===== src/hdl/ggpc_pkg.sv =====
package ggpc_pkg;

  // bearing pipeline depth, default
  localparam int CORDIC_STAGES_DEF = 16;
  localparam int ATAN_LEN          = 24;

  // field widths
  localparam int POS_W      = 24;
  localparam int HEAD_W     = 16;
  localparam int GAIN_W     = 16;
  localparam int LIN_W      = 31;
  localparam int ANG_W      = 32;
  localparam int ERR_W      = POS_W + 1;   // goal minus pose

  // configuration port
  localparam int CFG_IDX_W  = 2;
  localparam int CFG_DATA_W = 24;
  localparam logic [CFG_IDX_W-1:0] REG_GOAL_X       = 2'd0;
  localparam logic [CFG_IDX_W-1:0] REG_GOAL_Y       = 2'd1;
  localparam logic [CFG_IDX_W-1:0] REG_GAIN_LINEAR  = 2'd2;
  localparam logic [CFG_IDX_W-1:0] REG_GAIN_ANGULAR = 2'd3;
  localparam logic [GAIN_W-1:0]    GAIN_RESET       = 16'd256;

  // square root: one result bit per stage
  localparam int RAD_W       = 64;
  localparam int ROOT_W      = 32;
  localparam int REM_W       = ROOT_W + 2;
  localparam int SQRT_STAGES = ROOT_W;
  localparam int SQ_SHIFT    = 14;

  // vectoring rotator
  localparam int CW          = 43;   // |v| * 1.647 stays below 2^42
  localparam int CORDIC_FRAC = 16;
  localparam int ZW          = 27;   // Q.24 angle
  localparam int AERR_W      = 28;   // heading error, Q.24
  localparam int HD_SHIFT    = 11;   // Q3.13 -> Q.24

  // output rounding
  localparam int LIN_SHIFT   = 7;
  localparam int ANG_SHIFT   = 16;

  localparam logic signed [ZW-1:0]     ANG_HALF_PI = 27'sd26353589;
  localparam logic signed [AERR_W-1:0] ANG_PI      = 28'sd52707179;
  localparam logic signed [AERR_W-1:0] ANG_NEG_PI  = -28'sd52707179;
  localparam logic signed [AERR_W-1:0] ANG_TWO_PI  = 28'sd105414357;

  localparam logic signed [ZW-1:0] ATAN_Q24 [ATAN_LEN] = '{
    27'sd13176795, 27'sd7778716, 27'sd4110060, 27'sd2086331,
    27'sd1047214,  27'sd524117,  27'sd262123,  27'sd131069,
    27'sd65536,    27'sd32768,   27'sd16384,   27'sd8192,
    27'sd4096,     27'sd2048,    27'sd1024,    27'sd512,
    27'sd256,      27'sd128,     27'sd64,      27'sd32,
    27'sd16,       27'sd8,       27'sd4,       27'sd2
  };

  typedef struct packed {
    logic signed [POS_W-1:0]  pos_x;
    logic signed [POS_W-1:0]  pos_y;
    logic signed [HEAD_W-1:0] heading;
  } pose_t;

  typedef struct packed {
    logic [LIN_W-1:0]        linear_speed;
    logic signed [ANG_W-1:0] angular_rate;
    logic                    saturated;
  } cmd_t;

  // state carried through the root / rotator stages
  typedef struct packed {
    logic [ROOT_W-1:0]        root;
    logic [REM_W-1:0]         rem;
    logic [RAD_W-1:0]         rad;
    logic signed [CW-1:0]     x;
    logic signed [CW-1:0]     y;
    logic signed [ZW-1:0]     z;
    logic signed [HEAD_W-1:0] hd;
    logic                     zero;
  } core_t;

endpackage


===== src/hdl/ggpc_back.sv =====
module ggpc_back (
  input  logic                           clk_i,
  input  logic                           rst_ni,
  input  logic                           valid_i,
  input  ggpc_pkg::core_t                core_i,
  input  logic [ggpc_pkg::GAIN_W-1:0]    gain_lin_i,
  input  logic [ggpc_pkg::GAIN_W-1:0]    gain_ang_i,
  input  logic                           out_ready_i,
  output logic                           en_o,
  output logic                           out_valid_o,
  output ggpc_pkg::cmd_t                 out_data_o
);
  import ggpc_pkg::*;

  localparam int LIN_P_W = GAIN_W + ROOT_W;
  localparam int ANG_P_W = GAIN_W + AERR_W + 1;
  localparam int LIN_R_W = LIN_P_W + 1 - LIN_SHIFT;
  localparam int ANG_R_W = ANG_P_W - ANG_SHIFT;

  // heading error stage
  logic signed [ZW-1:0]     z_eff;
  logic signed [AERR_W-1:0] z_ext, hd_ext, diff, err_d, err_q;
  logic [ROOT_W-1:0]        dist_q;
  logic                     e_valid_q;

  // product stage
  logic [LIN_P_W-1:0]        lin_prod_d, lin_prod_q;
  logic signed [ANG_P_W-1:0] ang_prod_d, ang_prod_q;
  logic                      m_valid_q;

  // round, clip, output register
  logic [LIN_P_W:0]          lin_sum;
  logic [LIN_R_W-1:0]        lin_r;
  logic signed [ANG_P_W-1:0] ang_sum;
  logic                      lin_sat;
  cmd_t                      cmd_d, out_q;
  logic                      out_valid_q, out_load, en;

  assign z_eff  = core_i.zero ? '0 : core_i.z;
  assign z_ext  = {z_eff[ZW-1], z_eff};
  assign hd_ext = {{(AERR_W-HEAD_W-HD_SHIFT){core_i.hd[HEAD_W-1]}}, core_i.hd,
                   {HD_SHIFT{1'b0}}};
  assign diff   = z_ext - hd_ext;

  always_comb begin
    if (diff > ANG_PI) begin
      err_d = diff - ANG_TWO_PI;
    end else if (diff < ANG_NEG_PI) begin
      err_d = diff + ANG_TWO_PI;
    end else begin
      err_d = diff;
    end
  end

  assign lin_prod_d = gain_lin_i * dist_q;
  assign ang_prod_d = $signed({1'b0, gain_ang_i}) * err_q;

  assign lin_sum = {1'b0, lin_prod_q} + (LIN_P_W+1)'(1 << (LIN_SHIFT-1));
  assign lin_r   = lin_sum[LIN_P_W:LIN_SHIFT];
  assign lin_sat = |lin_r[LIN_R_W-1:LIN_W];
  assign ang_sum = ang_prod_q + ANG_P_W'(1 << (ANG_SHIFT-1));

  // |err| < 2^27 and gain < 2^16, so the turn rate never reaches the clip
  always_comb begin
    cmd_d.linear_speed = lin_sat ? {LIN_W{1'b1}} : lin_r[LIN_W-1:0];
    cmd_d.angular_rate = {{(ANG_W-ANG_R_W){ang_sum[ANG_P_W-1]}},
                          ang_sum[ANG_P_W-1:ANG_SHIFT]};
    cmd_d.saturated    = lin_sat;
  end

  // the pipeline freezes only when its last beat has nowhere to go
  assign out_load = !out_valid_q || out_ready_i;
  assign en       = !m_valid_q || out_load;

  always_ff @(posedge clk_i or negedge rst_ni) begin
    if (!rst_ni) begin
      e_valid_q   <= 1'b0;
      m_valid_q   <= 1'b0;
      out_valid_q <= 1'b0;
    end else begin
      if (en) begin
        e_valid_q <= valid_i;
        m_valid_q <= e_valid_q;
      end
      if (out_load) begin
        out_valid_q <= m_valid_q;
      end
    end
  end

  always_ff @(posedge clk_i) begin
    if (en) begin
      err_q      <= err_d;
      dist_q     <= core_i.root;
      lin_prod_q <= lin_prod_d;
      ang_prod_q <= ang_prod_d;
    end
    if (out_load && m_valid_q) begin
      out_q <= cmd_d;
    end
  end

  assign en_o        = en;
  assign out_valid_o = out_valid_q;
  assign out_data_o  = out_q;

  a_err_wrapped: assert property (@(posedge clk_i) disable iff (!rst_ni)
    e_valid_q |-> (err_q <= ANG_PI) && (err_q >= ANG_NEG_PI))
    else $error("heading error left [-pi, pi] after wrap");

  a_sat_full: assert property (@(posedge clk_i) disable iff (!rst_ni)
    out_valid_q && out_q.saturated |-> &out_q.linear_speed)
    else $error("saturated flag without clipped speed");

  a_out_load: assert property (@(posedge clk_i) disable iff (!rst_ni)
    m_valid_q && out_load |=> out_valid_q)
    else $error("product stage beat not taken by output register");

endmodule


===== config.mk =====
export PLATFORM = sky130hd
export DESIGN_NAME = ggpc_back
export DESIGN_NICKNAME = d
export VERILOG_FILES = /design/src/hdl/ggpc_pkg.sv /design/src/hdl/ggpc_back.sv
export SDC_FILE = /design/constraint.sdc
export NUM_CORES = 2
export LEC_CHECK = 0
export BUFFER_PORTS_ARGS = -buffer_cell sky130_fd_sc_hd__clkbuf_2
export CAP_MARGIN = 0
export CORE_MARGIN = 3
export CORE_UTILIZATION = 51
export CTS_CLUSTER_DIAMETER = 80
export CTS_CLUSTER_SIZE = 25
export DETAILED_ROUTE_END_ITERATION = 12
export PLACE_DENSITY = 0.78
export SYNTH_ARGS = -nofsm -noshare
export SYNTH_HDL_FRONTEND = slang
export SYNTH_SLANG_ARGS = --single-unit
export TNS_END_PERCENT = 50

===== constraint.sdc =====
create_clock -name clk_i -period 8.4 [get_ports clk_i]
set_clock_uncertainty 0.05 [all_clocks]
set_input_delay 1.26 -clock clk_i [delete_from_list [all_inputs] [get_ports clk_i]]
set_output_delay 1.26 -clock clk_i [all_outputs]
set_load 0.02 [all_outputs]

# == Yosys cells after proc, flatten, opt, wreduce, memory -nomap -nowiden ==
# Cells that the tools add are included.
# totals
register_bits,217
latch_bits,0
ram_bits,0
rom_bits,0
input_bits,296
output_inout_bits,66
elab_cells,28
n_memories,0
# op_classes
addsub,5
multipliers,2
div_mod_pow,0
order_cmp,2
eq_ne,0
shift,0
muxes,3
bitwise,0
n_reduce_logical,6
# ops
cell,count
$mux 28,2
$add 48x7->49 const B,1
$mul 16x32->48,1
$add 45x17->45 const B,1
$mul 17x28->45,1
$add 28x28->28 const B,1
$gt 28x27->1 const B,1
$lt 28x27->1 const B,1
$sub 27x27->28,1
$sub 28x28->28 const B,1
$mux 27,1
$reduce_or 11->1,1
$logic_not 1->1,2
$logic_or 1x1->1,2
$logic_and 1x1->1,1

# == Logic depth before layout (Yosys ltp) ==
# depth
word_depth,5
mapped_depth,26
ltp_nobuf,24

# == Worst setup path before layout ==
# OpenSTA, ideal clock, no wires.
# synth_timing
path_kind,input port to flip-flop
start,input port gain_ang_i[8] (netlist bit)
end,"register ang_prod_q[43], data pin"
setup_ps,259
arrival_time_ps,7018
required_time_ps,8091
path_slack_ps,1073
cell_stages,23
n_path_buf,2
path_cell_list,clkbuf_1 > buf_1 > nand2_1 > fa_1 > inv_1 > fa_1 > fa_1 > fa_1 > fa_1 > inv_1 > fa_1 > inv_1 > ha_1 > a21o_1 > a21o_1 > a221o_1 > nand3_1 > o211ai_1 > a21oi_1 > o21ai_1 > a21oi_1 > o21ai_0 > xnor2_1
# synth_between
elab_chain_len,1
# synth_rtl
item,line_no,text
from (decl),ggpc_back.sv:7,"input logic [ggpc_pkg::GAIN_W-1:0] gain_ang_i,"
$mul 17x28->45,ggpc_back.sv:56,"assign ang_prod_d = $signed({1'b0, gain_ang_i}) * err_q;"
via ang_prod_d[43],ggpc_back.sv:28,"logic signed [ANG_P_W-1:0] ang_prod_d, ang_prod_q;"
to (signal assigned),ggpc_back.sv:96,ang_prod_q <= ang_prod_d;
to (decl),ggpc_back.sv:28,
# The timed path passes the listed nets, and every way through them passes these cells.
# A chain may end at the register's enable or synchronous reset.

# == Worst setup path in the final report ==
# layout_timing
start,input port gain_lin_i[4] (netlist bit)
end,"register lin_prod_q[38], data pin"
# layout_between
elab_chain_len,1
# layout_rtl
item,line_no,text
from (decl),ggpc_back.sv:6,"input logic [ggpc_pkg::GAIN_W-1:0] gain_lin_i,"
$mul 16x32->48,ggpc_back.sv:55,assign lin_prod_d = gain_lin_i * dist_q;
via lin_prod_d[38],ggpc_back.sv:27,"logic [LIN_P_W-1:0] lin_prod_d, lin_prod_q;"
to (signal assigned),ggpc_back.sv:95,lin_prod_q <= lin_prod_d;
to (decl),ggpc_back.sv:27,
# The timed path passes the listed nets, and every way through them passes these cells.

==> results.toml <==
[run_status]
status = "complete, no violations"

[routing]
drt_pass1_iterations = 5
wl_um = 101000
drt_first_iter_violations = 2017
wl_per_cell_um = 18.5
vias = 29400
ant_nets = 0
drc = 0
viasPerCell = 5.41

[clocking]
ctsHoldBuffers = 0
postCtsSetupBuffers = 0
insertion_delay_ns = 0.50
cts_max_level = 4
clock_path_buffers = 2
cts.repair.resized = 0
cts_sinks = 196
tritoncts = "done"
numCtsBuffers = 17
clockRootBuffer = "clkbuf_16"
clkTransAtPathRegs_ns = 0.09

[finish]
layout_common_cells = "984 x inv_1, 849 x fa_1, 687 x nand2_1, 383 x and2_1, 244 x ha_1"
drive_above_1_share = 0.0678
final_common_cell = "inv_1"
final_area_um2 = 43200
postLayoutCoreUtil = 0.552
nNetsFinal = 5770
area_growth_pct = 6.22

[worst_hold_path]
hold_depth = 1
min-delay-start = "e_valid_q"
hold_path.class = "flop to flop"
worstHoldEndpoint = "m_valid_q"

[sta]
max_freq_mhz = 133
maxSlewHeadroom = 0.367
tightest_slew_ns = 0.949
setup_tns_ns = 0
fin_crit_sh = 0.897
final_max_slew_viol_count = 0
fin_crit_ns = 7.54
hold_viol = 0
rsz0062_at_grt = "false"
setup_viol = 0

[worst_setup_path]
slowest_stage = "fa_1"
critical_path.max_fanout = 24
startpoint_type = "input pin"
crit_start = "gain_lin_i[4]"
max_stage_delay_ns = 0.55
worst-setup-path-type = "input pin to flop"
r2r_start = "dist_q[11]"
cp-end-kind = "flop"
r2r_setup_slack_ns = 1.25
cpMostUsedCell = "fa_1"
crit_arrival_ns = 7.73
ff2ff_path_depth = 22
cp_data_required_time_ns = 8.59
crit_chain = "clkbuf_2 -> and2_1 -> fa_1 -> inv_1 -> fa_1 -> fa_1 -> inv_1 -> fa_1 -> fa_1 -> inv_1 -> fa_1 -> inv_1 -> ha_1 -> and3_1 -> nor3b_1 -> o21ai_0 -> and2_1 -> o41ai_1 -> buf_4 -> a21o_1 -> a21oi_1 -> o311ai_1 -> xor2_1"
r2r-end = "lin_prod_q[38]"

[run]
drv_cap = 0

[global_route]
grtUsageTotal = 0.254
overflow = 0
grt_max_degree = 68
grt_first_pass_wirelength_um = 165000
grt_pass1_vias = 31500
antenna_found_initial = 11

[floorplanning]
die_y_um = 288
dieWidth_um = 288
start_util = 0.520
core-area_um2 = 78200
fp.dieArea_um2 = 83200
rows = 102
pin_count = 362

[synth]
yosysSeqAreaShare = 0.144
syn_area_per_cell_um2 = 9.43
ys_warn_count = 0
synth_edf_count = 193
synthTopCellsByArea = "fa_1 42%, edfxtp_1 14%, inv_1 9.1%"
synth.distinct_cells = 86
synth_top_area_cell = "fa_1"
ys_ff_latch = 196
async_flop_share = 0.0153
syn_inst = 4312
synth_fp_nets = 5701
synthFlopType = "edfxtp_1"
synth_top_cell_area_share = 0.418
synth_area_um2 = 40700

[place]
dp_hpwl_um = 79300
gp_congestion = 0.891
place_area_um2 = 42600
io_buffer_count = 177
[worst max-delay path: cells and delay by family]
family,cells,cell delay (ns)
adders and majority gates,7,3.37
AOI/OAI and AO/OA,5,1.21
and+or+nand+nor,4,0.97
buffers and inverters,6,0.80
xor gates and xnor gates,1,0.11
[layer usage]
| layer | up-vias | global-route usage | share of wire |
|---|---|---|---|
| met4 | 10 | 0.0728 | 0.023 |
| met3 | 185 | 0.0744 | 0.11 |
| met2 | 1364 | 0.416 | 0.47 |
| li1 | 13100 | - | - |
| met5 | - | 0 | 0.00077 |
| met1 | 14800 | 0.330 | 0.40 |
[registers in the layout, summed over array words and instances, names as in the netlist]
signal and cells:
ang_prod_q 30, dist_q 32, e_valid_q 1, err_q 28, lin_prod_q 42, m_valid_q 1, out_data_o 61, out_valid_o 1
[synthesized netlist by cell type (36+ instances only)]
cell type  count
xnor2_1      107
nor2b_1       41
nor2_1        71
a21oi_1       88
a21o_1        48
o21ai_0       49
nand2_1      687
clkbuf_1     163
xor2_1        57
fa_1         849
and2_1       384
inv_1        984
nand3_1       36
edfxtp_1     193
ha_1         244
[area by class of cell]
type / count / area, um2
Fill cell: 6689 / 35000
Multi-Input combinational cell: 2951 / 30400
Sequential cell: 196 / 5870
Inverter: 984 / 3690
Timing Repair Buffer: 231 / 1340
Tap cell: 1040 / 1300
Clock buffer: 17 / 425
Clock inverter: 15 / 160
Antenna cell: 4 / 10.0
[how the worst max path moves through the flow]
stage / to / slack (ns)
2_1_floorplan: ang_prod_q[43] / 1.07
3_3_place_gp: lin_prod_q[38] / 0.36
3_5_place_dp: lin_prod_q[38] / 0.32
4_1_cts: lin_prod_q[38] / 0.90
5_1_grt: lin_prod_q[38] / 0.54
6_report: lin_prod_q[38] / 0.86
[stage by stage]
step | instances | setup WS [ns] | hold slack [ns]
3_3_place_gp | 5402 | 0.362 | 0.390
6_report | 5438 | 0.862 | 0.421
4_1_cts | 5434 | 0.902 | 0.428
2_1_floorplan | 4312 | 1.07 | 0.380
5_1_grt | 5435 | 0.537 | 0.446
3_5_place_dp | 5402 | 0.324 | 0.406
[cell families (layout without fill, tap and decap cells)]
group	Yosys count	count (layout)	share of synthesized area
adder cells (fa/ha/maj)	1093	1093	0.493
XOR/XNOR	166	166	0.0361
other	0	4	0
multiplexers	5	5	0.00135
AND/OR/NAND/NOR	1371	1371	0.164
AO/OA/AOI/OAI	316	316	0.0525
buffers and inverters	1165	1247	0.109
flip-flops	196	196	0.144
Power is left out: the tool's default activity adds up to more than one toggle a clock period on the data nets, which glitch-free logic cannot reach.
