--- src/hdl/ggpc_pkg.sv ---
package ggpc_pkg;

  // bearing pipeline depth, default
  localparam int CORDIC_STAGES_DEF = 16;
  localparam int ATAN_LEN          = 24;

  // field widths
  localparam int POS_W      = 24;
  localparam int HEAD_W     = 16;
  localparam int GAIN_W     = 16;
  localparam int LIN_W      = 31;
  localparam int ANG_W      = 32;
  localparam int ERR_W      = POS_W + 1;   // goal minus pose

  // configuration port
  localparam int CFG_IDX_W  = 2;
  localparam int CFG_DATA_W = 24;
  localparam logic [CFG_IDX_W-1:0] REG_GOAL_X       = 2'd0;
  localparam logic [CFG_IDX_W-1:0] REG_GOAL_Y       = 2'd1;
  localparam logic [CFG_IDX_W-1:0] REG_GAIN_LINEAR  = 2'd2;
  localparam logic [CFG_IDX_W-1:0] REG_GAIN_ANGULAR = 2'd3;
  localparam logic [GAIN_W-1:0]    GAIN_RESET       = 16'd256;

  // square root: one result bit per stage
  localparam int RAD_W       = 64;
  localparam int ROOT_W      = 32;
  localparam int REM_W       = ROOT_W + 2;
  localparam int SQRT_STAGES = ROOT_W;
  localparam int SQ_SHIFT    = 14;

  // vectoring rotator
  localparam int CW          = 43;   // |v| * 1.647 stays below 2^42
  localparam int CORDIC_FRAC = 16;
  localparam int ZW          = 27;   // Q.24 angle
  localparam int AERR_W      = 28;   // heading error, Q.24
  localparam int HD_SHIFT    = 11;   // Q3.13 -> Q.24

  // output rounding
  localparam int LIN_SHIFT   = 7;
  localparam int ANG_SHIFT   = 16;

  localparam logic signed [ZW-1:0]     ANG_HALF_PI = 27'sd26353589;
  localparam logic signed [AERR_W-1:0] ANG_PI      = 28'sd52707179;
  localparam logic signed [AERR_W-1:0] ANG_NEG_PI  = -28'sd52707179;
  localparam logic signed [AERR_W-1:0] ANG_TWO_PI  = 28'sd105414357;

  localparam logic signed [ZW-1:0] ATAN_Q24 [ATAN_LEN] = '{
    27'sd13176795, 27'sd7778716, 27'sd4110060, 27'sd2086331,
    27'sd1047214,  27'sd524117,  27'sd262123,  27'sd131069,
    27'sd65536,    27'sd32768,   27'sd16384,   27'sd8192,
    27'sd4096,     27'sd2048,    27'sd1024,    27'sd512,
    27'sd256,      27'sd128,     27'sd64,      27'sd32,
    27'sd16,       27'sd8,       27'sd4,       27'sd2
  };

  typedef struct packed {
    logic signed [POS_W-1:0]  pos_x;
    logic signed [POS_W-1:0]  pos_y;
    logic signed [HEAD_W-1:0] heading;
  } pose_t;

  typedef struct packed {
    logic [LIN_W-1:0]        linear_speed;
    logic signed [ANG_W-1:0] angular_rate;
    logic                    saturated;
  } cmd_t;

  // state carried through the root / rotator stages
  typedef struct packed {
    logic [ROOT_W-1:0]        root;
    logic [REM_W-1:0]         rem;
    logic [RAD_W-1:0]         rad;
    logic signed [CW-1:0]     x;
    logic signed [CW-1:0]     y;
    logic signed [ZW-1:0]     z;
    logic signed [HEAD_W-1:0] hd;
    logic                     zero;
  } core_t;

endpackage

--- src/hdl/ggpc_front.sv ---
module ggpc_front (
  input  logic                          clk_i,
  input  logic                          rst_ni,
  input  logic                          en_i,
  input  logic                          valid_i,
  input  ggpc_pkg::pose_t               pose_i,
  input  logic signed [ggpc_pkg::POS_W-1:0] goal_x_i,
  input  logic signed [ggpc_pkg::POS_W-1:0] goal_y_i,
  output logic                          valid_o,
  output ggpc_pkg::core_t               core_o
);
  import ggpc_pkg::*;

  // stage 1: error vector
  logic signed [ERR_W-1:0]  ex_d, ey_d, ex_q, ey_q;
  logic signed [HEAD_W-1:0] hd1_q, hd2_q;
  logic                     v1_q, v2_q, v3_q;

  // stage 2: squares and quadrant fold
  logic [ERR_W-1:0]         ax_full, ay_full;
  logic [2*POS_W-1:0]       sqx_d, sqy_d, sqx_q, sqy_q;
  logic signed [CW-1:0]     xe, ye, x_d, y_d, x_q, y_q;
  logic signed [ZW-1:0]     z_d, z_q;
  logic                     zero_d, zero_q;

  // stage 3: radicand
  logic [2*POS_W:0]         sum_sq;
  core_t                    core_d, core_q;

  assign ex_d = {goal_x_i[POS_W-1], goal_x_i} - {pose_i.pos_x[POS_W-1], pose_i.pos_x};
  assign ey_d = {goal_y_i[POS_W-1], goal_y_i} - {pose_i.pos_y[POS_W-1], pose_i.pos_y};

  // |e| < 2^24, so the magnitude fits the field width
  assign ax_full = ex_q[ERR_W-1] ? -ex_q : ex_q;
  assign ay_full = ey_q[ERR_W-1] ? -ey_q : ey_q;
  assign sqx_d   = ax_full[POS_W-1:0] * ax_full[POS_W-1:0];
  assign sqy_d   = ay_full[POS_W-1:0] * ay_full[POS_W-1:0];

  assign xe = {{(CW-ERR_W-CORDIC_FRAC){ex_q[ERR_W-1]}}, ex_q, {CORDIC_FRAC{1'b0}}};
  assign ye = {{(CW-ERR_W-CORDIC_FRAC){ey_q[ERR_W-1]}}, ey_q, {CORDIC_FRAC{1'b0}}};
  assign zero_d = (ex_q == '0) && (ey_q == '0);

  // left half plane: turn by a quarter first
  always_comb begin
    x_d = xe;
    y_d = ye;
    z_d = '0;
    if (xe[CW-1]) begin
      if (!ye[CW-1]) begin
        x_d = ye;
        y_d = -xe;
        z_d = ANG_HALF_PI;
      end else begin
        x_d = -ye;
        y_d = xe;
        z_d = -ANG_HALF_PI;
      end
    end
  end

  assign sum_sq = {1'b0, sqx_q} + {1'b0, sqy_q};

  always_comb begin
    core_d      = '0;
    core_d.rad  = {{(RAD_W-2*POS_W-1-SQ_SHIFT){1'b0}}, sum_sq, {SQ_SHIFT{1'b0}}};
    core_d.x    = x_q;
    core_d.y    = y_q;
    core_d.z    = z_q;
    core_d.hd   = hd2_q;
    core_d.zero = zero_q;
  end

  always_ff @(posedge clk_i or negedge rst_ni) begin
    if (!rst_ni) begin
      v1_q <= 1'b0;
      v2_q <= 1'b0;
      v3_q <= 1'b0;
    end else if (en_i) begin
      v1_q <= valid_i;
      v2_q <= v1_q;
      v3_q <= v2_q;
    end
  end

  always_ff @(posedge clk_i) begin
    if (en_i) begin
      ex_q   <= ex_d;
      ey_q   <= ey_d;
      hd1_q  <= pose_i.heading;
      sqx_q  <= sqx_d;
      sqy_q  <= sqy_d;
      x_q    <= x_d;
      y_q    <= y_d;
      z_q    <= z_d;
      zero_q <= zero_d;
      hd2_q  <= hd1_q;
      core_q <= core_d;
    end
  end

  assign valid_o = v3_q;
  assign core_o  = core_q;

endmodule

--- config.mk ---
export PLATFORM = sky130hd
export DESIGN_NAME = ggpc_front
export DESIGN_NICKNAME = d
export VERILOG_FILES = /design/src/hdl/ggpc_pkg.sv /design/src/hdl/ggpc_front.sv
export SDC_FILE = /design/constraint.sdc
export NUM_CORES = 2
export LEC_CHECK = 0
export BUFFER_PORTS_ARGS = -buffer_cell sky130_fd_sc_hd__buf_2
export CORE_MARGIN = 2
export CORE_UTILIZATION = 50
export CTS_CLUSTER_SIZE = 28
export DETAILED_ROUTE_END_ITERATION = 6
export GPL_TIMING_DRIVEN = 1
export PLACE_DENSITY = 0.68
export SLEW_MARGIN = 15
export SYNTH_ARGS = -nofsm -noshare
export SYNTH_HDL_FRONTEND = slang
export SYNTH_SLANG_ARGS = --single-unit
--- constraint.sdc ---
create_clock -name clk_i -period 9.78 [get_ports clk_i]
set_input_delay 1.956 -clock clk_i [delete_from_list [all_inputs] [get_ports clk_i]]
set_output_delay 1.956 -clock clk_i [all_outputs]
set_load 0.05 [all_outputs]
Word level (Yosys, flattened, before mapping). Index checks and enable logic that the tools add are counted.

Add/subtract/negate cells: 7. Multipliers: 2. Multiplexer cells: 7. Bitwise logic cells: 1. Reductions and logical operators: 5.

Operator list (number): 24-bit by 24-bit multiplier with 48-bit output (2); 43-bit 2-to-1 mux (2); 41-bit negation with 43-bit output (2); 40-bit 2-to-1 mux (2); 25-bit zero test (2); 24-bit by 24-bit subtractor with 25-bit output (2); 48-bit by 48-bit adder with 49-bit output (1); 24-bit 2-to-1 mux (2); 24-bit negation (2); 27-bit 2-to-1 mux (1); 2-bit AND reduction (1); 2-bit OR reduction (1); 1-bit logical AND (1); 1-bit inverter (1).

Register bits after elaboration: 474. Input port bits: 116. Output and inout port bits: 261. Word-level logic and storage cells: 43.

Logic depth before layout (Yosys ltp).
Depth after elaboration: 3. Mapped depth: 37. Gate-level depth less buffers: 34.

Least setup slack after synthesis. OpenSTA, ideal clock, no wires.

Path type: register to register. Start point: register ex_q[0]. End point: register sqx_q[44], data pin. Library setup time: 270 ps. Arrival time: 8638 ps. Data required time: 9510 ps. Setup slack: 873 ps. Stages on the path, launching flop included: 33. Path buffers: 3. Period minus slack after synthesis: 8907 ps. Cells stage by stage: edfxtp_1 > clkbuf_1 > clkinv_1 > clkbuf_1 > ha_1 > nand3b_1 > or4_1 > nor3_1 > nand2b_1 > xnor2_1 > clkbuf_1 > nand2_1 > fa_1 > inv_1 > fa_1 > fa_1 > fa_1 > inv_1 > fa_1 > inv_1 > fa_1 > fa_1 > ha_1 > and3_1 > and2_1 > a221oi_1 > nand2_1 > a211oi_2 > o221ai_1 > a211o_1 > a31oi_2 > o41ai_2 > xor2_1.

Word-level cells in the longest chain between the ends: 3.

Ends and longest elaborated chain: from (decl) (line ggpc_front.sv:15) `logic signed [ERR_W-1:0] ex_d, ey_d, ex_q, ey_q;`; from (signal assigned) (line ggpc_front.sv:87) `ex_q <= ex_d;`; 24-bit negation (line ggpc_front.sv:34) `assign ax_full = ex_q[ERR_W-1] ? -ex_q : ex_q;`; 24-bit 2-to-1 mux (*) (line ggpc_front.sv:34); 24-bit by 24-bit multiplier with 48-bit output (*) (line ggpc_front.sv:36) `assign sqx_d = ax_full[POS_W-1:0] * ax_full[POS_W-1:0];`; named net sqx_d[44] (line ggpc_front.sv:21) `logic [2*POS_W-1:0] sqx_d, sqy_d, sqx_q, sqy_q;`; to (signal assigned) (line ggpc_front.sv:90) `sqx_q <= sqx_d;`; to (decl) (line ggpc_front.sv:21).

Mark *: on every way through the listed nets, which the timed path passes. The rest lies on a longest branch. A chain may end at the register's enable or synchronous reset.

Worst setup path after layout.
Start point: register ey_q[1]. End point: register sqy_q[47], data pin.

Word-level cells in the longest chain between the ends: 3.

Ends and longest elaborated chain: from (decl) (line ggpc_front.sv:15); from (signal assigned) (line ggpc_front.sv:88) `ey_q <= ey_d;`; 24-bit negation (line ggpc_front.sv:35) `assign ay_full = ey_q[ERR_W-1] ? -ey_q : ey_q;`; 24-bit 2-to-1 mux (*) (line ggpc_front.sv:35); 24-bit by 24-bit multiplier with 48-bit output (*) (line ggpc_front.sv:37) `assign sqy_d = ay_full[POS_W-1:0] * ay_full[POS_W-1:0];`; named net sqy_d[47] (line ggpc_front.sv:21); to (signal assigned) (line ggpc_front.sv:91) `sqy_q <= sqy_d;`; to (decl) (line ggpc_front.sv:21).

Marks and branches as above.

==> flow_metrics.env <==
export IMPL_path_class="reg -> reg"
export IMPL_firstDrtPassIters=5
export IMPL_path_common_cell="fa_1"
export IMPL_die_h_um=322
export IMPL_ant_nets=0
export IMPL_drc_errors=0
export IMPL_clk_pin_slew_ps=90
export IMPL_rsz0062_at_grt="no"
export IMPL_synth_flop_cell="edfxtp_1"
export IMPL_finalMaxSlewViolations=0
export IMPL_fillers=8941
export IMPL_grt_pass1_wl_mm=212
export IMPL_yosys_register_bits=360
export IMPL_final_min_clock_period_ps=9370
export IMPL_tightest_slew_ps=1160
export IMPL_drt_iter0_drc=2945
export IMPL_arrival_ps=9700
export IMPL_async_reset_ff_share_pct=0.833
export IMPL_gp_congestion=0.935
export IMPL_synth_avg_cell_area_um2=9.87
export IMPL_rows=116
export IMPL_synth_cell_types=90
export IMPL_synthTopCellsByArea="fa_1, edfxtp_1, ha_1"
export IMPL_outcome="completed"
export IMPL_dieArea_um2=103000
export IMPL_fin_nets=6785
export IMPL_finClkSkew_ps=32.5
export IMPL_core_um2=100000
export IMPL_yosysTopAreaCell="fa_1"
export IMPL_critPathLaunchType="register"
export IMPL_start_util_pct=50.4
export IMPL_synth_warnings=0
export IMPL_worst_path_max_delay_cell="xor2_1"
export IMPL_syn_cell_area_um2=50500
export IMPL_maxCapViolCount=0
export IMPL_vias_per_cell=5.32
export IMPL_wl_mm=136
export IMPL_root_buffer="clkbuf_16"
export IMPL_grt_util_all_layers_pct=26.9
export IMPL_num_vias=35700
export IMPL_netlist_instances=5112
export IMPL_worstPathRequired_ps=10100
export IMPL_post_drt_wl_per_cell_um=20.3
export IMPL_grt_max_degree=157
export IMPL_areaGrowthSynthToFinish_pct=8.16
export IMPL_port_buffers=263
export IMPL_crit_path_end_kind="register"
export IMPL_antenna_found_initial=5
export IMPL_first_global_vias=37500
export IMPL_clkSinkCount=360
export IMPL_slowest_delay_ps=610
export IMPL_clockBufferDepth=3
export IMPL_fin_crit_sh_pct=95.8
export IMPL_worstSkewPairLatency_ps=600
export IMPL_crit_family="adder cells"
export IMPL_max_freq_ghz=0.107
export IMPL_cp_max_fo=5
export IMPL_synth_top_area_share_pct=33.9
export IMPL_ys_seq_area_share_pct=21.4
export IMPL_cp_num_buf_inv=4
export IMPL_hold_viol=0
export IMPL_setup_viol=0
export IMPL_die_width_um=322
export IMPL_slew_headroom_pct=22.4
export IMPL_htree_levels=2
export IMPL_synth_edf_count=357
export IMPL_tns_ps=0
export IMPL_hpwl_mm=113
export IMPL_cts_tree="done"
export IMPL_drive_gt1_share_pct=9.49
export IMPL_hold_path_class="reg -> reg"
export IMPL_io_pins=377
export IMPL_overflow=0
export IMPL_cts_buffers_inserted=40
-- Yosys cell counts (all sizes together) (6+ instances only) --
master	n
a211oi	13
a21boi	8
a21o	101
a21oi	213
a221oi	7
a31oi	26
and2	9
and3	13
buf	168
clkbuf	105
clkinv	7
edfxtp	357
fa	855
ha	435
inv	1270
nand2	408
nand2b	28
nand3	31
nand4	16
nor2	444
nor2b	27
nor3	32
nor4	6
o21a	27
o21ai	99
o21bai	29
o31ai	17
o41ai	7
or3	8
or4	9
xnor2	171
xor2	82
-- cells in the final DEF, fill, tap and decap left out, drive strengths merged, types with 9 or more instances in the layout --
cell	instances
a211oi	13
a21o	101
a21oi	213
a31oi	26
and2	9
and3	13
buf	384
clkbuf	43
clkinv	25
conb	115
edfxtp	357
fa	855
ha	435
inv	1273
nand2	408
nand2b	28
nand3	31
nand4	16
nor2	444
nor2b	27
nor3	32
o21a	27
o21ai	99
o21bai	29
o31ai	17
or4	9
xnor2	171
xor2	82
-- logic make-up after synthesis --
kind of cell	count (synthesis)	synth area share, %
compound gates	600	7.62
mux	5	0.107
buf+inv	1550	12.7
simple gates	1053	8.94
flops	360	21.4
xor+xnor	253	4.58
fa+ha+maj	1290	44.7
other cells	1	0.00743
-- metal layers --
layer | GRT usage (%) | routed length (um) | vias up | part of all wire, %
li1 | - | - | 16100 | -
met1 | 37.2 | 56100 | 17800 | 41
met2 | 43.2 | 62400 | 1544 | 46
met3 | 4.14 | 12000 | 264 | 8.8
met4 | 9.76 | 5790 | 4 | 4.2
met5 | 0 | 31 | - | 0.023
-- area by class of cell --
class	count	area (um2)	area share (%)
Multi-Input combinational cell	3316	33800	61.9
Sequential cell	360	10800	19.8
Inverter	1277	4800	8.79
Timing Repair Buffer	384	2270	4.16
Tap cell	1298	1620	2.98
Clock buffer	43	1010	1.85
Clock inverter	28	277	0.507
Antenna cell	1	2.50	0.00458
-- registers in the layout, summed over array words and instances, names as in the netlist, 16 cells and up --
signal / cells
core_o: 123
ex_q: 25
ey_q: 25
hd1_q: 16
hd2_q: 16
sqx_q: 47
sqy_q: 47
x_q: 27
y_q: 27
-- worst paths after layout --
| path | slack, ps | startpoint | depth (start not counted) | endpoint |
|---|---|---|---|---|
| setup / recovery | 410 | ey_q[1] | 29 | sqy_q[47] |
| hold / removal | 380 | hd1_q[9] | 0 | hd2_q[9] |
| setup reg to reg | 410 | ey_q[1] | 29 | sqy_q[47] |
| hold reg to reg | 380 | hd1_q[9] | 0 | hd2_q[9] |
| max in group asynchronous | 8500 | rst_ni | 1 | v1_q |
| min in group asynchronous | 1170 | rst_ni | 1 | valid_o |
-- timing repair --
| item | 4_1_cts | 5_1_grt |
|---|---|---|
| endpoints found under the setup margin | 0 | 17 |
| buffers inserted | 0 | 5 |
| gates resized for setup | 0 | 21 |
| hold buffers | 0 | 0 |
-- stage by stage --
step	hold WS (ps)	util (%)	area, um2	setup WS (ps)	cells
final	384	54.5	54600	408	6707
after global routing	411	54.5	54600	0.872	6706
after CTS	386	54.4	54500	92.8	6701
after detailed placement	405	53.1	53200	163	6630
after global placement	400	53.1	53200	341	6630
after floorplan	400	-	50900	873	5226
Power is not shown: default switching activity piles up to over one toggle a cycle in this logic, so the estimate is an artifact.
