==> src/hdl/ggpc_pkg.sv <==
package ggpc_pkg;

  // bearing pipeline depth, default
  localparam int CORDIC_STAGES_DEF = 16;
  localparam int ATAN_LEN          = 24;

  // field widths
  localparam int POS_W      = 24;
  localparam int HEAD_W     = 16;
  localparam int GAIN_W     = 16;
  localparam int LIN_W      = 31;
  localparam int ANG_W      = 32;
  localparam int ERR_W      = POS_W + 1;   // goal minus pose

  // configuration port
  localparam int CFG_IDX_W  = 2;
  localparam int CFG_DATA_W = 24;
  localparam logic [CFG_IDX_W-1:0] REG_GOAL_X       = 2'd0;
  localparam logic [CFG_IDX_W-1:0] REG_GOAL_Y       = 2'd1;
  localparam logic [CFG_IDX_W-1:0] REG_GAIN_LINEAR  = 2'd2;
  localparam logic [CFG_IDX_W-1:0] REG_GAIN_ANGULAR = 2'd3;
  localparam logic [GAIN_W-1:0]    GAIN_RESET       = 16'd256;

  // square root: one result bit per stage
  localparam int RAD_W       = 64;
  localparam int ROOT_W      = 32;
  localparam int REM_W       = ROOT_W + 2;
  localparam int SQRT_STAGES = ROOT_W;
  localparam int SQ_SHIFT    = 14;

  // vectoring rotator
  localparam int CW          = 43;   // |v| * 1.647 stays below 2^42
  localparam int CORDIC_FRAC = 16;
  localparam int ZW          = 27;   // Q.24 angle
  localparam int AERR_W      = 28;   // heading error, Q.24
  localparam int HD_SHIFT    = 11;   // Q3.13 -> Q.24

  // output rounding
  localparam int LIN_SHIFT   = 7;
  localparam int ANG_SHIFT   = 16;

  localparam logic signed [ZW-1:0]     ANG_HALF_PI = 27'sd26353589;
  localparam logic signed [AERR_W-1:0] ANG_PI      = 28'sd52707179;
  localparam logic signed [AERR_W-1:0] ANG_NEG_PI  = -28'sd52707179;
  localparam logic signed [AERR_W-1:0] ANG_TWO_PI  = 28'sd105414357;

  localparam logic signed [ZW-1:0] ATAN_Q24 [ATAN_LEN] = '{
    27'sd13176795, 27'sd7778716, 27'sd4110060, 27'sd2086331,
    27'sd1047214,  27'sd524117,  27'sd262123,  27'sd131069,
    27'sd65536,    27'sd32768,   27'sd16384,   27'sd8192,
    27'sd4096,     27'sd2048,    27'sd1024,    27'sd512,
    27'sd256,      27'sd128,     27'sd64,      27'sd32,
    27'sd16,       27'sd8,       27'sd4,       27'sd2
  };

  typedef struct packed {
    logic signed [POS_W-1:0]  pos_x;
    logic signed [POS_W-1:0]  pos_y;
    logic signed [HEAD_W-1:0] heading;
  } pose_t;

  typedef struct packed {
    logic [LIN_W-1:0]        linear_speed;
    logic signed [ANG_W-1:0] angular_rate;
    logic                    saturated;
  } cmd_t;

  // state carried through the root / rotator stages
  typedef struct packed {
    logic [ROOT_W-1:0]        root;
    logic [REM_W-1:0]         rem;
    logic [RAD_W-1:0]         rad;
    logic signed [CW-1:0]     x;
    logic signed [CW-1:0]     y;
    logic signed [ZW-1:0]     z;
    logic signed [HEAD_W-1:0] hd;
    logic                     zero;
  } core_t;

endpackage

==> src/hdl/ggpc_core_stage.sv <==
module ggpc_core_stage #(
  parameter int Idx          = 0,
  parameter int CordicStages = ggpc_pkg::CORDIC_STAGES_DEF
) (
  input  logic            clk_i,
  input  logic            rst_ni,
  input  logic            en_i,
  input  logic            valid_i,
  input  ggpc_pkg::core_t core_i,
  output logic            valid_o,
  output ggpc_pkg::core_t core_o
);
  import ggpc_pkg::*;

  logic [REM_W+1:0]     rem_sh, trial, rem_sub;
  logic                 ge;
  logic signed [CW-1:0] x_in, y_in, x_nx, y_nx;
  logic signed [ZW-1:0] z_in, z_nx;
  core_t                core_d, core_q;
  logic                 valid_q;

  // one root bit: bring down two radicand bits, try (root << 2) | 1
  assign rem_sh  = {core_i.rem, core_i.rad[RAD_W-1 -: 2]};
  assign trial   = {{(REM_W-ROOT_W){1'b0}}, core_i.root, 2'b01};
  assign ge      = (rem_sh >= trial);
  assign rem_sub = rem_sh - trial;

  assign x_in = core_i.x;
  assign y_in = core_i.y;
  assign z_in = core_i.z;

  if (Idx < CordicStages && Idx < ATAN_LEN) begin : g_rot
    always_comb begin
      if (!y_in[CW-1]) begin
        x_nx = x_in + (y_in >>> Idx);
        y_nx = y_in - (x_in >>> Idx);
        z_nx = z_in + ATAN_Q24[Idx];
      end else begin
        x_nx = x_in - (y_in >>> Idx);
        y_nx = y_in + (x_in >>> Idx);
        z_nx = z_in - ATAN_Q24[Idx];
      end
    end
  end else begin : g_pass
    assign x_nx = x_in;
    assign y_nx = y_in;
    assign z_nx = z_in;
  end

  always_comb begin
    core_d      = core_i;
    core_d.root = {core_i.root[ROOT_W-2:0], ge};
    core_d.rem  = ge ? rem_sub[REM_W-1:0] : rem_sh[REM_W-1:0];
    core_d.rad  = {core_i.rad[RAD_W-3:0], 2'b00};
    core_d.x    = x_nx;
    core_d.y    = y_nx;
    core_d.z    = z_nx;
  end

  always_ff @(posedge clk_i or negedge rst_ni) begin
    if (!rst_ni) begin
      valid_q <= 1'b0;
    end else if (en_i) begin
      valid_q <= valid_i;
    end
  end

  always_ff @(posedge clk_i) begin
    if (en_i) begin
      core_q <= core_d;
    end
  end

  assign valid_o = valid_q;
  assign core_o  = core_q;

endmodule

==> config.mk <==
export PLATFORM = sky130hd
export DESIGN_NAME = ggpc_core_stage
export DESIGN_NICKNAME = d
export VERILOG_FILES = /design/src/hdl/ggpc_pkg.sv /design/src/hdl/ggpc_core_stage.sv
export SDC_FILE = /design/constraint.sdc
export NUM_CORES = 1
export LEC_CHECK = 0
export ABC_AREA = 0
export CAP_MARGIN = 25
export CORE_AREA = 2 2 206 208
export DETAILED_ROUTE_END_ITERATION = 10
export DIE_AREA = 0 0 208 210
export DONT_BUFFER_PORTS = 1
export HOLD_SLACK_MARGIN = 0.02
export PLACE_DENSITY = 0.65
export SYNTH_ARGS = -nofsm -noshare
export SYNTH_HDL_FRONTEND = slang
export SYNTH_SLANG_ARGS = --single-unit
==> constraint.sdc <==
create_clock -name clk_i -period 0.8 [get_ports clk_i]
set_input_delay 0.12 -clock clk_i [delete_from_list [all_inputs] [get_ports clk_i]]
set_output_delay 0.12 -clock clk_i [all_outputs]
set_load 0.01 [all_outputs]
After elaboration in Yosys (flattened, before gate mapping)
Cells that the tools add are included.

$add $sub $neg: 6. Multipliers: 0. Div/mod/pow operators: 0. $lt $le $gt $ge: 1. Equality and inequality tests: 0. Shift-type cells: 0. Mux-type cells: 4. Bitwise logic cells: 0. Reduce and logical (&&, ||, !) cells: 0.

Operator list (number): $mux 43 (2); $sub 43x43->43 (2); $add 43x43->43 (1); $ge 36x34->1 (1); $mux 34 (1); $sub 34x34->34 (1); $add 27x25->27 const B (1); $mux 27 (1); $sub 27x25->27 const B (1).

Register bits: 259. Latch bits: 0. Memory bits (writable): 0. ROM bits: 0. Bits of input ports: 264. Output and inout port bits: 261. Word-level logic and storage cells: 20. Memories kept: 0.

Logic depth before layout (Yosys ltp)
Gate-level depths: netlist of the first run.

Depth after elaboration: 2. Gate-level depth with buffers: 14. Depth with buffers taken out: 13.

Least setup slack after synthesis of the first run
No wires, ideal clock.

Kind: input-to-reg. Start: in core_i[86] (netlist name). End: reg core_q, in the netlist core_o[42] (data pin). Setup time: 0.258 ns. Arrival: 3.030 ns. Required time: 0.542 ns. Slack: -2.488 ns. Stages: 14. Buffers on the path: 2. Cells stage by stage: inv_1 clkbuf_1 buf_1 ha_1 a21o_1 a211oi_1 o21ai_0 a22oi_1 nand2_1 a221o_1 nand3_1 o21ai_0 a21oi_1 xnor2_1.

RTL lines: from (decl) (line ggpc_core_stage.sv:9) `input ggpc_pkg::core_t core_i,`; to (signal assigned) (line ggpc_core_stage.sv:70) `core_q <= core_d;`; to (decl) (line ggpc_core_stage.sv:19) `core_t core_d, core_q;`.

==> results.py, run 1 <==
metrics = {
    "status": {
        "status": "finished with violations",
        "violations": "hold timing, setup timing",
    },
    "grt": {
        "grt_pass1_wl_um": 124000,
        "grt_usage": 0.372,
        "grt_max_degree": 259,
        "grt_pass1_vias": 19941,
        "grt_antenna_before_repair": 4,
        "gr-total-overflow": 0,
    },
    "sta": {
        "finalWorstSetupSlack_ns": -1.68,
        "finalHoldWorstSlack_ns": -0.361,
        "finalHoldViolations": 155,
        "finalMaxSlewViolations": 0,
        "rsz0062_at_grt": "yes",
        "max_freq_mhz": 403,
        "period_minus_slack_ns": 2.48,
        "timing.slew.headroom": 0.511,
        "setup_viol": 399,
        "period_share": 3.10,
        "fin_skew_ns": 0,
        "worstMarginPinSlew_ns": 0.733,
    },
    "floorplanning": {
        "die_w_um": 208,
        "io_pins": 525,
        "die-area_sq_um": 43700,
        "design.core.area_sq_um": 41500,
        "die_h_um": 210,
        "rows": 75,
        "initial_utilization": 0.454,
    },
    "clock_tree": {
        "numCtsBuffers": 29,
        "cts_tree": "done",
        "cts.path.max_buffers": 3,
        "h-tree-depth": 1,
        "cts.sinks": 258,
        "root_buffer": "clkbuf_16",
        "clk_pin_slew_ns": 0.06,
        "insertion_delay_ns": 0.60,
    },
    "setup_path": {
        "arrival_ns": 2.80,
        "r2r_cells": 2,
        "rrSetupSlack_ns": -0.14,
        "reg2reg_to": "valid_o$_DFFE_PN0P_",
        "cp_slowest_stage_delay_ns": 0.40,
        "startpoint_type": "input port",
        "worstPathCellList": "ha_4 -> buf_6 -> nor2_4 -> nand2_1 -> nor4_2 -> nand4_1 -> a311oi_2 -> a21oi_2 -> o41a_1 -> o31ai_4 -> a211oi_2 -> xnor2_1",
        "end_kind": "register",
        "critPathMaxFanout": 3,
        "r2r-start": "valid_o$_DFFE_PN0P_",
        "crit_path_end": "core_o[127]$_DFFE_PP_",
        "critPathKind": "input port to register",
        "crit_path_top_delay_cell": "o41a_1",
        "worstSetupStartpoint": "core_i[103]",
        "critPathRequiredTime_ns": 1.12,
    },
    "routing": {
        "drc": 0,
        "final_antenna_net_count": 0,
        "via_per_inst": 5.98,
        "drt_iter0_markers": 1937,
        "drt-wirelength-per-cell_um": 26.0,
        "vias": 19765,
        "first_pass_iters": 6,
        "wirelength_um": 86100,
    },
    "final_layout": {
        "fin_util": 0.724,
        "syn_to_final_growth_pct": 59.6,
        "nets": 3196,
        "final_area_sq_um": 30000,
        "diodes": 0,
        "drive_above_1_share": 0.418,
    },
    "pwr": {
        "total_power_w": 0.0523,
        "pwr-share-clk": 0.270,
        "seqPwrFrac": 0.375,
        "peakVddDrop_mv": 1.85,
        "p_int_w": 0.0347,
        "swShare": 0.338,
        "p_switching_w": 0.0177,
        "p_leak_nw": 12.7,
        "powerDensity_nw_per_um2": 1740,
        "share_comb_of_total_power": 0.355,
    },
    "yosys": {
        "avgSynthCellArea_sq_um": 9.60,
        "netlist_instances": 1960,
        "synth_edf_count": 257,
        "ys.flop_type": "edfxtp_1",
        "seq_area_frac_synth": 0.411,
        "synth.distinct_cells": 80,
        "netlist_area_sq_um": 18800,
        "synth_seq_cells": 258,
        "ys_async_sr_fraction": 0.00388,
        "yosysWarningCount": 0,
    },
    "placement": {
        "preCtsSetupSlack_ns": -2.71,
        "place_area_sq_um": 24300,
        "gp_congestion": 0.978,
        "hpwlAfterDp_um": 59100,
        "io_buffers": 0,
    },
    "hold_path": {
        "hp-class": "input port to register",
    },
    "flow_run": {
        "maxCapViolCount": 0,
    },
}
how the worst min path moves through the flow:
| stage | from | endpoint | slack (ns) | depth (start not counted) |
|---|---|---|---|---|
| floorplan | rst_ni | valid_o$_DFFE_PN0P_ | -0.18 | 0 |
| global placement | rst_ni | valid_o$_DFFE_PN0P_ | -0.18 | 0 |
| detailed placement | rst_ni | valid_o$_DFFE_PN0P_ | -0.18 | 0 |
| CTS | en_i | core_o[70]$_DFFE_PP_ | -0.37 | 0 |
| global route | en_i | core_o[115]$_DFFE_PP_ | -0.38 | 0 |
| finish | en_i | core_o[70]$_DFFE_PP_ | -0.36 | 0 |
power by group through the flow:
stage | combinational (W) | clock [W] | sequential (W)
2_1_floorplan | 0.00800 | 0 | 0.0189
3_3_place_gp | 0.0137 | 0 | 0.0197
3_5_place_dp | 0.0138 | 0 | 0.0197
4_1_cts | 0.0167 | 0.0141 | 0.0195
5_1_grt | 0.0197 | 0.0147 | 0.0196
6_report | 0.0186 | 0.0141 | 0.0196
flip-flops by register name (all words and copies together), names as in the netlist:
register / count
core_o: 257
valid_o: 1
cell usage after synthesis (all sizes together) (17+ instances only):
cell / number / share of area
edfxtp: 257 / 0.41
a21oi: 245 / 0.065
inv: 190 / 0.038
ha: 185 / 0.12
nor2: 156 / 0.031
o21ai: 138 / 0.037
xnor2: 119 / 0.055
nand2: 97 / 0.019
a21o: 51 / 0.020
clkbuf: 39 / 0.0078
o21bai: 34 / 0.014
buf: 32 / 0.0082
nor3: 32 / 0.0085
nand3: 28 / 0.0077
a211oi: 27 / 0.011
nand4: 26 / 0.0086
mux2i: 23 / 0.012
nand2b: 21 / 0.0070
o211ai: 20 / 0.0080
xor2: 19 / 0.0088
a31oi: 17 / 0.0057
o21a: 17 / 0.0068
area by class of cell:
type                            instances  area, sq um
Multi-Input combinational cell       1442        12800
Clock buffer                           31          733
Sequential cell                       258         7740
Timing Repair inverter                  1         11.3
Tap cell                              539          674
Clock inverter                         23          243
Inverter                              190          860
Timing Repair Buffer                  821         7020
Fill cell                            2819        11400
cells by family (layout without fill, tap and decap cells):
kind of cell    after synthesis  after routing  share of synthesized area
xor+xnor                    138            138                     0.0642
compound gates              638            638                      0.212
flops                       258            258                      0.411
fa+ha+maj                   189            189                      0.127
other cells                   1              2                   0.000199
buf+inv                     261           1066                     0.0539
mux                          38             38                     0.0212
simple gates                437            437                      0.110
critical path: cells and delay by family:
kind / cells / cell delay [ns]
compound gates: 5 / 1.34
simple gates: 4 / 0.84
fa+ha+maj: 1 / 0.23
xor+xnor: 1 / 0.15
buf+inv: 1 / 0.12
repair_timing:
action / 4_1_cts / 5_1_grt
pin swaps: 160 / 124
endpoints found under the hold margin: 475 / 321
resized for setup: 372 / 222
hold buffers: 150 / 1
cloned: 4 / 1
buffers inserted: 62 / 52
endpoints found under the setup margin: 394 / 401
through the flow:
stage / TNS [ns] / instances
after global placement: -240.84 / 3012
after CTS: -242.92 / 3275
after floorplan: -197.97 / 1961
after global routing: -257.72 / 3305
final: -243.03 / 3305
after detailed placement: -244.22 / 3012
layer usage:
metal | vias to the layer above | wire length, um | GRT usage
met4 | 8 | 6930 | 0.242
met1 | 9517 | 30400 | 0.413
li1 | 8692 | - | -
met2 | 1177 | 40700 | 0.625
met3 | 371 | 7920 | 0.110
met5 | - | 60 | 0
placed cells by master, fill, tap and decap left out, types with 49 or more instances in the layout:
master and count:
xnor2_1 104, buf_4 575, a21o_1 49, buf_6 79, o21ai_0 74, nand2_1 81, edfxtp_1 257, a21oi_1 158
ha_1 140, a21oi_2 72, inv_1 158, nor2_1 113, dlygate4sd3_1 150
Power figures use the tool's default switching activity.
==> run 2, diff against run 1 <==
--- a/config.mk
+++ b/config.mk
@@ -16,3 +16,4 @@
 export SYNTH_ARGS = -nofsm -noshare
 export SYNTH_HDL_FRONTEND = slang
 export SYNTH_SLANG_ARGS = --single-unit
+export TNS_END_PERCENT = 50
==> results.py, run 2 (synthesis results as in run 1) <==
metrics = {
    "sta": {
        "finalMaxSlewViolations": 0,
        "max_freq_mhz": 430,
        "finalWorstSetupSlack_ns": -1.53,
        "worstMarginPinSlew_ns": 1.16,
        "period_minus_slack_ns": 2.33,
        "finalHoldWorstSlack_ns": -0.336,
        "timing.slew.headroom": 0.226,
        "setup_viol": 399,
        "period_share": 2.91,
        "fin_skew_ns": 0,
        "rsz0062_at_grt": "yes",
        "finalHoldViolations": 65,
    },
    "routing": {
        "via_per_inst": 6.04,
        "drc": 0,
        "drt-wirelength-per-cell_um": 26.0,
        "first_pass_iters": 6,
        "final_antenna_net_count": 0,
        "wirelength_um": 86500,
        "drt_iter0_markers": 1793,
        "vias": 20079,
    },
    "flow_run": {
        "maxCapViolCount": 0,
    },
    "grt": {
        "gr-total-overflow": 0,
        "grt_pass1_vias": 20143,
        "grt_antenna_before_repair": 1,
        "grt_max_degree": 259,
        "grt_usage": 0.366,
        "grt_pass1_wl_um": 123000,
    },
    "placement": {
        "hpwlAfterDp_um": 58300,
        "dp.cells": 2991,
        "io_buffers": 0,
        "gp_congestion": 0.991,
    },
    "final_layout": {
        "final_cell_mix": "buf_4 (572), edfxtp_1 (257), inv_1 (154), dlygate4sd3_1 (153), a21oi_1 (150)",
        "fin_cells": 3325,
        "fin_util": 0.739,
        "nets": 3212,
        "syn_to_final_growth_pct": 62.9,
        "fillers": 2776,
        "layout_commonest_cell": "buf_4",
        "largest_register_ffs": 257,
        "drive_above_1_share": 0.436,
    },
    "hold_path": {
        "hp-class": "input port to register",
    },
    "setup_path": {
        "critPathRequiredTime_ns": 1.13,
        "arrival_ns": 2.66,
        "critPathKind": "input port to register",
        "crit_path_top_delay_cell": "a211o_4",
        "worstPathCellList": "ha_4 -> o211ai_1 -> a21o_1 -> a32oi_2 -> buf_4 -> a21oi_2 -> o21ai_2 -> a211o_4 -> nor4_4 -> o21ai_4 -> buf_12 -> buf_12 -> mux2_4",
        "startpoint_type": "input port",
        "critPathMaxFanout": 5,
        "path_common_cell": "buf_12",
        "cp_slowest_stage_delay_ns": 0.39,
        "end_kind": "register",
    },
    "clock_tree": {
        "ctsHoldBuffers": 153,
        "root_buffer": "clkbuf_16",
        "cts.path.max_buffers": 3,
        "insertion_delay_ns": 0.57,
        "numCtsBuffers": 30,
        "cts.sinks": 258,
        "clk_pin_slew_ns": 0.06,
        "h-tree-depth": 1,
        "cts_tree": "done",
    },
    "pwr": {
        "powerDensity_nw_per_um2": 1750,
        "peakVddDrop_mv": 2.45,
        "p_leak_nw": 12.9,
    },
    "floorplanning": {
        "die_w_um": 208,
        "die_h_um": 210,
        "design.core.area_sq_um": 41500,
        "die-area_sq_um": 43700,
        "io_pins": 525,
        "rows": 75,
        "initial_utilization": 0.454,
    },
    "status": {
        "violations": "hold timing, setup timing",
        "status": "finished with violations",
    },
}
run 2: changes by cell type in the layout (fill, tap and decap cells not counted), moves of 5 or more:
cell,previous run,this run
o21ai_0,74,67
mux2_4,14,8
mux2_2,1,7
a21oi_4,15,21
a31oi_2,1,6
a21oi_1,158,150
buf_6,79,88
run 2: per-stage QoR:
stage / power (W) / worst slack (ns) / TNS, ns / instance area [sq um]
final: 0.0537 / -1.53 / -245.24 / 30700
after detailed placement: 0.0333 / -2.29 / -239.00 / 24100
after global routing: 0.0553 / -1.57 / -255.90 / 30600
after global placement: 0.0332 / -2.33 / -237.14 / 24100
after floorplan: 0.0268 / -1.84 / -198.94 / 19600
after CTS: 0.0514 / -1.42 / -231.16 / 29400
run 2: worst paths after layout:
path | from | to | slack (ns) | cells after the start
worst max-delay path | core_i[195] | core_o[209]$_DFFE_PP_ | -1.53 | 13
worst min-delay path | en_i | core_o[115]$_DFFE_PP_ | -0.34 | 0
worst max register to register | valid_o$_DFFE_PN0P_ | valid_o$_DFFE_PN0P_ | 0.01 | 1
worst min register to register | valid_o$_DFFE_PN0P_ | valid_o$_DFFE_PN0P_ | 0.58 | 1
max in group asynchronous | rst_ni | valid_o$_DFFE_PN0P_ | 0.35 | 2
min in group asynchronous | rst_ni | valid_o$_DFFE_PN0P_ | 0.34 | 2
run 2: routing by layer:
layer	global-route usage	wire length, um	vias up	part of all wire
met2	0.624	41000	1236	0.47
met1	0.415	31000	9731	0.36
met4	0.243	7310	0	0.085
met5	0	0	-	0
met3	0.0794	7150	366	0.083
li1	-	-	8746	-
run 2: where the power goes:
group | total [W] | internal, W | leakage (nW) | switching (W)
Combinational | 0.0192 | 0.00975 | 9.82 | 0.00949
Sequential | 0.0196 | 0.0173 | 2.53 | 0.00225
Clock | 0.0149 | 0.00872 | 0.514 | 0.00617
run 2: critical path, delay by kind of cell:
kind	cells	cell delay, ns
adders and majority gates	1	0.23
muxes	1	0.32
buffers and inverters	3	0.47
and+or+nand+nor	1	0.26
AOI/OAI and AO/OA	7	1.25
run 2: area by class of cell:
cell class,instances,area (sq um),area share
clock buffer,32,779,0.0254
antenna,3,7.51,0.000245
tap,539,674,0.0220
timing repair inverter,1,8.76,0.000286
sequential,258,7740,0.253
inverter,190,860,0.0280
clock inverter,24,277,0.00902
multi-input combinational,1442,13100,0.426
timing repair buffer,836,7240,0.236
run 2: timing repair:
action                                  CTS  global route
resized for setup                       483           213
buffers inserted                         93            69
hold endpoints to repair                479           288
pin swaps                               219           184
gates cloned                              5             0
endpoints found under the setup margin  394           397
